[src/sv/esd_pkg.sv]
package esd_pkg;

	// Accumulator width; the decoded value wraps modulo 2^VALUE_WIDTH
	localparam int unsigned VALUE_WIDTH = 32;
	localparam int unsigned CH_W        = 21;
	localparam int unsigned CP_W        = 32;
	localparam int unsigned CNT_W       = 4;

	// Digit counts of the fixed-length forms and the octal digit limit
	localparam logic [CNT_W-1:0] OCT_MAX_DIGITS = CNT_W'(3);
	localparam logic [CNT_W-1:0] USHORT_DIGITS  = CNT_W'(4);
	localparam logic [CNT_W-1:0] ULONG_DIGITS   = CNT_W'(8);

	// Characters with a role in the grammar
	localparam logic [CH_W-1:0] CH_LBRACE = CH_W'(8'h7B);
	localparam logic [CH_W-1:0] CH_RBRACE = CH_W'(8'h7D);
	localparam logic [CH_W-1:0] CH_LOW_O  = CH_W'(8'h6F);
	localparam logic [CH_W-1:0] CH_LOW_X  = CH_W'(8'h78);
	localparam logic [CH_W-1:0] CH_LOW_U  = CH_W'(8'h75);
	localparam logic [CH_W-1:0] CH_UP_U   = CH_W'(8'h55);
	localparam logic [CH_W-1:0] CH_ZERO   = CH_W'(8'h30);
	localparam logic [CH_W-1:0] CH_SEVEN  = CH_W'(8'h37);
	localparam logic [CH_W-1:0] CH_NINE   = CH_W'(8'h39);
	localparam logic [CH_W-1:0] CH_LOW_A  = CH_W'(8'h61);
	localparam logic [CH_W-1:0] CH_LOW_F  = CH_W'(8'h66);
	localparam logic [CH_W-1:0] CH_UP_A   = CH_W'(8'h41);
	localparam logic [CH_W-1:0] CH_UP_F   = CH_W'(8'h46);

	typedef enum logic [3:0] {
		M_IDLE   = 4'd0,
		M_OCT    = 4'd1,
		M_OOPEN  = 4'd2,
		M_OBRACE = 4'd3,
		M_XFIRST = 4'd4,
		M_XRUN   = 4'd5,
		M_XBRACE = 4'd6,
		M_UFIRST = 4'd7,
		M_UBRACE = 4'd8,
		M_USHORT = 4'd9,
		M_ULONG  = 4'd10
	} esd_mode_t;

	typedef enum logic [2:0] {
		ST_OK      = 3'd0,
		ST_UNKNOWN = 3'd1,
		ST_BRACE   = 3'd2,
		ST_DIGIT   = 3'd3,
		ST_EMPTY   = 3'd4
	} esd_status_t;

	typedef struct packed {
		logic [CH_W-1:0] ch;
		logic            first_after_slash;
	} esd_in_t;

	typedef struct packed {
		logic            done_res;
		logic            consumed;
		logic [CP_W-1:0] code_point;
		logic [2:0]      status;
	} esd_out_t;

	typedef struct packed {
		logic       hit;
		logic [7:0] val;
	} esd_simple_t;

	typedef struct packed {
		logic       ok;
		logic [3:0] val;
	} esd_hex_t;

	// Map a simple escape letter to its byte value
	function automatic esd_simple_t simple_escape(input logic [CH_W-1:0] c);
		esd_simple_t r;
		r.hit = 1'b1;
		r.val = 8'h00;
		if (c[CH_W-1:8] != '0) begin
			r.hit = 1'b0;
		end else begin
			unique case (c[7:0])
				8'h27: r.val = 8'h27;
				8'h22: r.val = 8'h22;
				8'h3F: r.val = 8'h3F;
				8'h5C: r.val = 8'h5C;
				8'h61: r.val = 8'h07;
				8'h62: r.val = 8'h08;
				8'h66: r.val = 8'h0C;
				8'h6E: r.val = 8'h0A;
				8'h72: r.val = 8'h0D;
				8'h74: r.val = 8'h09;
				8'h76: r.val = 8'h0B;
				8'h65: r.val = 8'h1B;
				default: r.hit = 1'b0;
			endcase
		end
		return r;
	endfunction

	// ASCII hex digit to nibble
	function automatic esd_hex_t hex_digit(input logic [CH_W-1:0] c);
		esd_hex_t r;
		r.ok  = 1'b1;
		r.val = 4'h0;
		if (c >= CH_ZERO && c <= CH_NINE) begin
			r.val = c[3:0];
		end else if (c >= CH_LOW_A && c <= CH_LOW_F) begin
			r.val = 4'(c[3:0] + 4'd9);
		end else if (c >= CH_UP_A && c <= CH_UP_F) begin
			r.val = 4'(c[3:0] + 4'd9);
		end else begin
			r.ok = 1'b0;
		end
		return r;
	endfunction

endpackage

[src/sv/esd_stream_if.sv]
interface esd_in_if;
	import esd_pkg::*;

	logic    valid;
	logic    ready;
	esd_in_t data;

	modport source (output valid, output data, input ready);
	modport sink (input valid, input data, output ready);
endinterface

interface esd_out_if;
	import esd_pkg::*;

	logic     valid;
	logic     ready;
	esd_out_t data;

	modport source (output valid, output data, input ready);
	modport sink (input valid, input data, output ready);
endinterface

[src/sv/escape_sequence_decoder.sv]
// Channel   Dir  Payload                                    Beat when
// chars     in   ch[20:0], first_after_slash               valid & ready
// results   out  done_res, consumed, code_point[31:0],     valid & ready
//                status[2:0]
//
// Each character beat yields one result beat: it waits in the input register,
// then its decode goes into the result register. One beat per cycle sustained
// while results is ready; the decode step (compare, shift-and-or of the
// accumulator) sits between the input register and the result register.
// arst_n clears both valid flags and returns the decoder to idle.
// A stall on results holds both stages; chars stays ready while a stage is free.
module escape_sequence_decoder
	import esd_pkg::*;
(
	input  logic      clk,
	input  logic      arst_n,
	esd_in_if.sink    chars,
	esd_out_if.source results
);

	logic                   valid_s1;
	esd_in_t                item_s1;
	logic                   out_valid_q;
	esd_out_t               out_data_q;

	esd_mode_t              mode_q,  mode_d;
	logic [VALUE_WIDTH-1:0] acc_q,   acc_d;
	logic [CNT_W-1:0]       cnt_q,   cnt_d;
	logic                   seen_q,  seen_d;
	esd_out_t               res;

	logic                   adv_s1;
	logic                   take_in;

	// Advance when the result register is free or being drained
	assign adv_s1  = !out_valid_q || results.ready;
	assign chars.ready = !valid_s1 || adv_s1;
	assign take_in = chars.valid && chars.ready;

	// Input register
	always_ff @(posedge clk or negedge arst_n) begin
		if (!arst_n) begin
			valid_s1 <= 1'b0;
		end else if (chars.ready) begin
			valid_s1 <= chars.valid;
		end
	end

	always_ff @(posedge clk) begin
		if (take_in) begin
			item_s1 <= chars.data;
		end
	end

	// Decode one character against the current state
	logic [CH_W-1:0]        c;
	logic                   is_oct;
	esd_hex_t               hx;
	esd_simple_t            se;
	logic [VALUE_WIDTH-1:0] acc_oct;
	logic [VALUE_WIDTH-1:0] acc_hex;
	logic [CNT_W-1:0]       cnt_inc;

	assign c       = item_s1.ch;
	assign is_oct  = (c >= CH_ZERO) && (c <= CH_SEVEN);
	assign hx      = hex_digit(c);
	assign se      = simple_escape(c);
	assign acc_oct = {acc_q[VALUE_WIDTH-4:0], c[2:0]};
	assign acc_hex = {acc_q[VALUE_WIDTH-5:0], hx.val};
	assign cnt_inc = CNT_W'(cnt_q + CNT_W'(1));

	always_comb begin
		mode_d = mode_q;
		acc_d  = acc_q;
		cnt_d  = cnt_q;
		seen_d = seen_q;
		res.done_res   = 1'b0;
		res.consumed   = 1'b1;
		res.code_point = '0;
		res.status     = ST_OK;

		if (item_s1.first_after_slash) begin
			// Start a new sequence, dropping any open one
			mode_d = M_IDLE;
			acc_d  = '0;
			cnt_d  = '0;
			seen_d = 1'b0;
			if (se.hit) begin
				res.done_res   = 1'b1;
				res.code_point = CP_W'(se.val);
			end else if (c == CH_LOW_O) begin
				mode_d = M_OOPEN;
			end else if (c == CH_LOW_X) begin
				mode_d = M_XFIRST;
			end else if (c == CH_LOW_U) begin
				mode_d = M_UFIRST;
			end else if (c == CH_UP_U) begin
				mode_d = M_ULONG;
			end else if (is_oct) begin
				acc_d  = VALUE_WIDTH'(c[2:0]);
				cnt_d  = CNT_W'(1);
				mode_d = M_OCT;
			end else begin
				res.done_res = 1'b1;
				res.status   = ST_UNKNOWN;
			end
		end else begin
			unique case (mode_q)
				M_OCT: begin
					if (!is_oct) begin
						res.done_res = 1'b1;
						res.consumed = 1'b0;
						res.code_point = CP_W'(acc_q);
					end else begin
						acc_d = acc_oct;
						cnt_d = cnt_inc;
						if (cnt_inc >= OCT_MAX_DIGITS) begin
							res.done_res   = 1'b1;
							res.code_point = CP_W'(acc_oct);
						end
					end
				end
				M_OOPEN: begin
					if (c != CH_LBRACE) begin
						res.done_res = 1'b1;
						res.status   = ST_BRACE;
					end else begin
						mode_d = M_OBRACE;
					end
				end
				M_OBRACE: begin
					if (c == CH_RBRACE) begin
						res.done_res = 1'b1;
						if (seen_q) begin
							res.code_point = CP_W'(acc_q);
						end else begin
							res.status = ST_EMPTY;
						end
					end else if (!is_oct || cnt_q >= OCT_MAX_DIGITS) begin
						res.done_res = 1'b1;
						res.status   = ST_DIGIT;
					end else begin
						acc_d  = acc_oct;
						cnt_d  = cnt_inc;
						seen_d = 1'b1;
					end
				end
				M_XFIRST: begin
					if (c == CH_LBRACE) begin
						mode_d = M_XBRACE;
					end else if (!hx.ok) begin
						res.done_res = 1'b1;
						res.consumed = 1'b0;
						res.status   = ST_DIGIT;
					end else begin
						acc_d  = acc_hex;
						mode_d = M_XRUN;
					end
				end
				M_XRUN: begin
					if (!hx.ok) begin
						res.done_res   = 1'b1;
						res.consumed   = 1'b0;
						res.code_point = CP_W'(acc_q);
					end else begin
						acc_d = acc_hex;
					end
				end
				M_XBRACE, M_UBRACE: begin
					if (c == CH_RBRACE) begin
						res.done_res = 1'b1;
						if (seen_q) begin
							res.code_point = CP_W'(acc_q);
						end else begin
							res.status = ST_EMPTY;
						end
					end else if (!hx.ok) begin
						res.done_res = 1'b1;
						res.status   = ST_DIGIT;
					end else begin
						acc_d  = acc_hex;
						seen_d = 1'b1;
					end
				end
				M_UFIRST: begin
					if (c == CH_LBRACE) begin
						mode_d = M_UBRACE;
					end else if (!hx.ok) begin
						res.done_res = 1'b1;
						res.status   = ST_DIGIT;
					end else begin
						acc_d  = acc_hex;
						cnt_d  = CNT_W'(1);
						mode_d = M_USHORT;
					end
				end
				M_USHORT, M_ULONG: begin
					if (!hx.ok) begin
						res.done_res = 1'b1;
						res.status   = ST_DIGIT;
					end else begin
						acc_d = acc_hex;
						cnt_d = cnt_inc;
						if (cnt_inc >= ((mode_q == M_USHORT) ? USHORT_DIGITS : ULONG_DIGITS))
						begin
							res.done_res   = 1'b1;
							res.code_point = CP_W'(acc_hex);
						end
					end
				end
				default: begin
					// Character outside a sequence: refuse, keep state
					res.done_res = 1'b1;
					res.consumed = 1'b0;
					res.status   = ST_UNKNOWN;
				end
			endcase
		end

		// Drop the sequence once it finishes or fails
		if (res.done_res) begin
			mode_d = M_IDLE;
			acc_d  = '0;
			cnt_d  = '0;
			seen_d = 1'b0;
		end
	end

	// Decoder state advances with each beat leaving stage one
	always_ff @(posedge clk or negedge arst_n) begin
		if (!arst_n) begin
			mode_q <= M_IDLE;
			acc_q  <= '0;
			cnt_q  <= '0;
			seen_q <= 1'b0;
		end else if (valid_s1 && adv_s1) begin
			mode_q <= mode_d;
			acc_q  <= acc_d;
			cnt_q  <= cnt_d;
			seen_q <= seen_d;
		end
	end

	// Result register
	always_ff @(posedge clk or negedge arst_n) begin
		if (!arst_n) begin
			out_valid_q <= 1'b0;
		end else if (adv_s1) begin
			out_valid_q <= valid_s1;
		end
	end

	always_ff @(posedge clk) begin
		if (valid_s1 && adv_s1) begin
			out_data_q <= res;
		end
	end

	assign results.valid = out_valid_q;
	assign results.data  = out_data_q;

	// Idle always means a cleared accumulator and counters
	a_idle_clear: assert property (@(posedge clk) disable iff (!arst_n)
		mode_q == M_IDLE |-> (acc_q == '0 && cnt_q == '0 && !seen_q))
		else $error("idle with live accumulator state");

	// Digit counter never passes the longest fixed form
	a_cnt_bound: assert property (@(posedge clk) disable iff (!arst_n)
		cnt_q <= ULONG_DIGITS)
		else $error("digit counter out of range");

	// A refused character always ends the sequence
	a_unconsumed_done: assert property (@(posedge clk) disable iff (!arst_n)
		out_valid_q && !out_data_q.consumed |-> out_data_q.done_res)
		else $error("unconsumed character without done");

	// Errors carry done and a zero value
	a_err_zero: assert property (@(posedge clk) disable iff (!arst_n)
		out_valid_q && out_data_q.status != ST_OK |->
			(out_data_q.done_res && out_data_q.code_point == '0))
		else $error("error result with value or without done");

	// A beat leaving stage one lands in the result register
	a_stage_move: assert property (@(posedge clk) disable iff (!arst_n)
		valid_s1 && adv_s1 |=> out_valid_q)
		else $error("stage one beat lost");

endmodule
[src/flat_wrapper.sv]
// flat-port wrapper written by rule: the top's interface ports become plain ports
module escape_sequence_decoder_flat import esd_pkg::*;
  (clk, arst_n, chars_valid, chars_data, chars_ready, results_valid, results_data, results_ready);
  esd_in_if chars_i ();
  esd_out_if results_i ();
  input  logic clk;
  input  logic arst_n;
  input wire logic [$bits(chars_i.valid)-1:0] chars_valid;
  input wire logic [$bits(chars_i.data)-1:0] chars_data;
  output wire logic [$bits(chars_i.ready)-1:0] chars_ready;
  output wire logic [$bits(results_i.valid)-1:0] results_valid;
  output wire logic [$bits(results_i.data)-1:0] results_data;
  input wire logic [$bits(results_i.ready)-1:0] results_ready;
  assign chars_i.valid = chars_valid;
  assign chars_i.data = chars_data;
  assign chars_ready = chars_i.ready;
  assign results_valid = results_i.valid;
  assign results_data = results_i.data;
  assign results_i.ready = results_ready;
  escape_sequence_decoder u_core (.clk(clk), .arst_n(arst_n), .chars(chars_i), .results(results_i));
endmodule
[config.mk]
export PLATFORM = sky130hd
export DESIGN_NAME = escape_sequence_decoder_flat
export DESIGN_NICKNAME = d
export VERILOG_FILES = /design/src/sv/esd_pkg.sv /design/src/sv/esd_stream_if.sv /design/src/sv/escape_sequence_decoder.sv /design/src/flat_wrapper.sv
export SDC_FILE = /design/constraint.sdc
export NUM_CORES = 1
export LEC_CHECK = 0
export ABC_CLOCK_PERIOD_IN_PS = 3900
export BUFFER_PORTS_ARGS = -buffer_cell sky130_fd_sc_hd__buf_2
export CAP_MARGIN = 20
export CORE_ASPECT_RATIO = 0.75
export CORE_MARGIN = 3
export CORE_UTILIZATION = 60
export DETAILED_ROUTE_END_ITERATION = 6
export GPL_ROUTABILITY_DRIVEN = 0
export PLACE_DENSITY = 0.84
export SETUP_SLACK_MARGIN = 0.1
export SYNTH_ARGS = -nofsm -noshare
export SYNTH_HDL_FRONTEND = slang
export SYNTH_SLANG_ARGS = --single-unit
[constraint.sdc]
create_clock -name clk -period 3.9 [get_ports clk]
set_input_delay 0.78 -clock clk [delete_from_list [all_inputs] [get_ports clk]]
set_output_delay 0.78 -clock clk [all_outputs]
set_load 0.05 [all_outputs]
==> metrics.txt <==
# TYPE chip_impl_metric gauge
chip_impl_info{name="critPathLaunchType",value="register"} 1
chip_impl_metric{name="placement.io_buffers",unit=""} 64
chip_impl_metric{name="source_to_sink_clock_delay_at_the_later_pin_of_the_worst_skew_pair",unit="ns"} 0.36
chip_impl_info{name="mostFrequentLayoutCell",value="sky130_fd_sc_hd__buf_2"} 1
chip_impl_metric{name="design.die.area",unit="µm²"} 11600
chip_impl_info{name="path_class",value="register to register"} 1
chip_impl_metric{name="critical_path.max_fanout",unit=""} 35
chip_impl_metric{name="synth_nets",unit=""} 613
chip_impl_metric{name="clk_pwr_share",unit="%"} 32.5
chip_impl_metric{name="netlist_area",unit="µm²"} 6190
chip_impl_metric{name="detailedRoute.firstPassIterationCount",unit=""} 7
chip_impl_metric{name="detailroute.via_count",unit=""} 5363
chip_impl_metric{name="number_of_vias_per_cell_after_detailed_routing",unit=""} 7.03
chip_impl_metric{name="drcViolationCount",unit=""} 12
chip_impl_metric{name="hold_buffers_post_cts",unit=""} 0
chip_impl_info{name="netlist_top_cells_area",value="sky130_fd_sc_hd__edfxtp_1 (29%), sky130_fd_sc_hd__dfrtp_1 (17%), sky130_fd_sc_hd__mux2i_1 (5.7%)"} 1
chip_impl_metric{name="power.sequential.fraction",unit="%"} 47.6
chip_impl_info{name="timing.hold.worst.class",value="register to register"} 1
chip_impl_metric{name="power_per_cell_area",unit="nW/µm²"} 381
chip_impl_metric{name="power_switching",unit="W"} 0.000848
chip_impl_metric{name="die_span_x",unit="µm"} 123
chip_impl_metric{name="detail_route.iter0.violations",unit=""} 1013
chip_impl_info{name="cp_cell_sequence",value="inv_1, ha_1, or4_1, nand4b_1, a21boi_4, a21oi_4, o21ai_4, a21boi_4, buf_4, o31ai_1"} 1
chip_impl_metric{name="placement_rows",unit=""} 31
chip_impl_metric{name="maxClockFrequency",unit="MHz"} 283
chip_impl_metric{name="detail_route.wirelength",unit="mm"} 15.6
chip_impl_metric{name="ys_types",unit=""} 84
chip_impl_info{name="cell_taking_the_most_area_after_synthesis",value="sky130_fd_sc_hd__edfxtp_1"} 1
chip_impl_metric{name="global_route_wire_length_before_repair",unit="mm"} 25.2
chip_impl_metric{name="post_synthesis_cell_count",unit=""} 578
chip_impl_metric{name="internal_dissipation",unit="W"} 0.00178
chip_impl_metric{name="syn2layout_area_growth",unit="%"} 11.5
chip_impl_metric{name="core-area",unit="µm²"} 9850
chip_impl_metric{name="first_global_vias",unit=""} 4825
chip_impl_metric{name="grt.total_usage",unit="%"} 28.3
chip_impl_metric{name="floorplan.io_pins",unit=""} 65
chip_impl_info{name="tritoncts_clock_tree",value="built"} 1
chip_impl_metric{name="clock_tree.buffer_depth",unit=""} 2
chip_impl_metric{name="insertedDiodeCount",unit=""} 0
chip_impl_metric{name="number_of_enable_type_register_cells_in_the_synthesized_netlist",unit=""} 59
chip_impl_metric{name="fin_worst_skew",unit="ns"} 0.0136
chip_impl_metric{name="dieHeight",unit="µm"} 94.0
chip_impl_metric{name="nNetsFinal",unit=""} 661
chip_impl_metric{name="crit_required",unit="ns"} 4.16
chip_impl_metric{name="maxCapViolations",unit=""} 0
chip_impl_metric{name="total_leakage_power",unit="nW"} 2.77
chip_impl_metric{name="switching_share",unit="%"} 32.3
chip_impl_metric{name="start_util",unit="%"} 62.8
chip_impl_metric{name="grt_antenna_before_repair",unit=""} 0
chip_impl_info{name="layout.cells.most_common_list",value="sky130_fd_sc_hd__buf_2 (64), sky130_fd_sc_hd__edfxtp_1 (59), sky130_fd_sc_hd__dfrtp_1 (43)"} 1
chip_impl_metric{name="mean_post_synth_cell_area",unit="µm²"} 10.7
chip_impl_metric{name="yosysWarningCount",unit=""} 0
chip_impl_info{name="rsz0062_at_grt",value="no"} 1
chip_impl_metric{name="cp_slowest_stage_delay",unit="ns"} 0.90
chip_impl_metric{name="max-vdd-ir-drop",unit="V"} 0.000310
chip_impl_metric{name="largest_net_degree_at_the_start_of_global_routing",unit=""} 44
chip_impl_info{name="ctsRootBufferMaster",value="sky130_fd_sc_hd__clkbuf_16"} 1
chip_impl_metric{name="p_comb_share",unit="%"} 19.9
chip_impl_metric{name="cts_made_buffers",unit=""} 9
chip_impl_info{name="violated_checks",value="DRC"} 1
chip_impl_metric{name="critPathArrivalTime",unit="ns"} 3.80
chip_impl_metric{name="totalNegativeSetupSlack",unit="ns"} 0
chip_impl_metric{name="fin_crit_sh",unit="%"} 90.6
chip_impl_metric{name="overflow",unit=""} 0
chip_impl_metric{name="async_reset_ff_share",unit="%"} 42.2
chip_impl_info{name="synth_ff_type",value="sky130_fd_sc_hd__edfxtp_1"} 1
chip_impl_metric{name="cts_max_level",unit=""} 3
chip_impl_metric{name="max_slew_margin",unit="%"} 26.8
chip_impl_metric{name="yosysSeqAreaShare",unit="%"} 46.0
chip_impl_metric{name="place_hpwl",unit="mm"} 10.7
chip_impl_metric{name="yosysTopAreaCellShare",unit="%"} 28.6
chip_impl_metric{name="post-route-min-period",unit="ns"} 3.53
chip_impl_info{name="crit_slowest_cell",value="sky130_fd_sc_hd__o21ai_4"} 1
chip_impl_metric{name="ctsResizeCount",unit=""} 0
chip_impl_metric{name="detail-route-antenna-nets",unit=""} 0
chip_impl_metric{name="clock_pin_slew_on_the_worst_setup_and_hold_paths",unit="ns"} 0.08
chip_impl_metric{name="worst-slew-pin-transition",unit="ns"} 1.09
chip_impl_info{name="critPathMostFrequentCell",value="sky130_fd_sc_hd__a21boi_4"} 1
chip_impl_info{name="run_status",value="finished with violations"} 1
chip_impl_metric{name="timing.final.hold_violations",unit=""} 0
chip_impl_metric{name="number_of_pins_with_negative_max_slew_slack_in_the_final_report",unit=""} 0
chip_impl_metric{name="timing.hold.ws",unit="ns"} 0.493
chip_impl_metric{name="yosys_reg_bits",unit=""} 102
chip_impl_metric{name="route.detailed.wl_per_inst",unit="µm"} 20.5
chip_impl_metric{name="cts.repair_timing.setup_buffer_count",unit=""} 0
chip_impl_metric{name="setup_violations",unit=""} 0
chip_impl_metric{name="final_layout_size_suffix_gt1_share",unit="%"} 20.1
chip_impl_metric{name="numClockSinks",unit=""} 102
chip_impl_info{name="worst_setup_path_end_kind",value="register"} 1
per-layer routing:
metal	vias up	wire length [µm]	GRT usage [%]
li1	2371	-	-
met1	2574	6360	41.4
met2	381	7070	41.7
met3	37	1910	7.22
met4	0	259	7.74
met5	-	0	0
final timing paths:
path / slack, ns / endpoint / start / cells past startpoint
setup reg to reg: 0.37 / u_core.acc_q[1] / u_core.c[1] / 10
hold reg to reg: 0.49 / u_core.acc_q[31] / u_core.acc_q[31] / 1
min in group asynchronous: 0.59 / u_core.acc_q[18] / arst_n / 1
setup / recovery: 0.37 / u_core.acc_q[1] / u_core.c[1] / 10
hold / removal: 0.49 / u_core.acc_q[31] / u_core.acc_q[31] / 1
max in group asynchronous: 2.70 / u_core.acc_q[4] / arst_n / 1
metrics by stage:
stage / cell area (µm²) / instances / setup slack (ns) / total power (W) / utilization (%)
after CTS: 6900 / 763 / 0.388 / 0.00263 / 70.0
after floorplan: 6190 / 578 / 0.908 / 0.00166 / -
after global routing: 6900 / 763 / 0.108 / 0.00273 / 70.0
after global placement: 6620 / 747 / 0.570 / 0.00177 / 67.2
final: 6900 / 763 / 0.367 / 0.00263 / 70.0
after detailed placement: 6620 / 747 / 0.446 / 0.00178 / 67.2
cell type report:
| type | count | area [µm²] |
|---|---|---|
| inverters | 21 | 78.8 |
| flip-flops and latches | 102 | 2850 |
| repair buffers | 83 | 475 |
| multi-input cells | 409 | 3050 |
| fillers | 711 | 2950 |
| clock buffers | 10 | 229 |
| well taps | 132 | 165 |
| clock inverters | 6 | 53.8 |
worst max-delay path, delay by kind of cell (launching register included):
kind,cells,cell delay [ns]
compound gates,5,1.71
simple gates,2,0.54
flops,1,0.51
buf+inv,2,0.39
fa+ha+maj,1,0.28
cells in the mapped netlist, types with 5 or more instances:
cell type and number:
sky130_fd_sc_hd__mux2i_1 35, sky130_fd_sc_hd__nand3_1 10, sky130_fd_sc_hd__nor2b_1 6, sky130_fd_sc_hd__inv_1 19, sky130_fd_sc_hd__ha_1 9, sky130_fd_sc_hd__edfxtp_1 59
sky130_fd_sc_hd__a31oi_1 7, sky130_fd_sc_hd__a21o_1 34, sky130_fd_sc_hd__buf_2 21, sky130_fd_sc_hd__nand2b_1 8, sky130_fd_sc_hd__nand2_1 25, sky130_fd_sc_hd__o211ai_1 5
sky130_fd_sc_hd__a21oi_1 24, sky130_fd_sc_hd__clkbuf_1 17, sky130_fd_sc_hd__dfrtp_1 43, sky130_fd_sc_hd__nor3_1 39, sky130_fd_sc_hd__nor2_1 42, sky130_fd_sc_hd__and3_1 5
sky130_fd_sc_hd__o22ai_1 7, sky130_fd_sc_hd__a222oi_1 30, sky130_fd_sc_hd__o21ai_0 9, sky130_fd_sc_hd__nand3b_1 5, sky130_fd_sc_hd__o31ai_1 5
kinds of logic after synthesis:
group	after synthesis	share of synthesized area (%)
AO/OA/AOI/OAI	184	24.8
adder cells (fa/ha/maj)	9	1.82
multiplexers	38	6.21
XOR/XNOR	3	0.425
AND/OR/NAND/NOR	175	15.5
buffers and inverters	67	5.22
flip-flops	102	46.0
sequential cells by signal (all words and copies together), names as in the netlist:
register	flops
u_core.mode_q	4
u_core.results.valid	1
u_core.valid_s1	1
u_core.c	21
u_core.cnt_q	4
u_core.acc_q	32
u_core.results.data	37
u_core.seen_q	1
u_core.item_s1	1
power by group through the flow:
| stage | sequential, W | clock [W] | combinational, W |
|---|---|---|---|
| CTS | 0.00125 | 0.000865 | 0.000514 |
| global placement | 0.00127 | 0 | 0.000498 |
| floorplan | 0.00134 | 0 | 0.000317 |
| finish | 0.00125 | 0.000855 | 0.000522 |
| global route | 0.00126 | 0.000915 | 0.000557 |
| detailed placement | 0.00127 | 0 | 0.000511 |
Power figures use the tool's default switching activity.
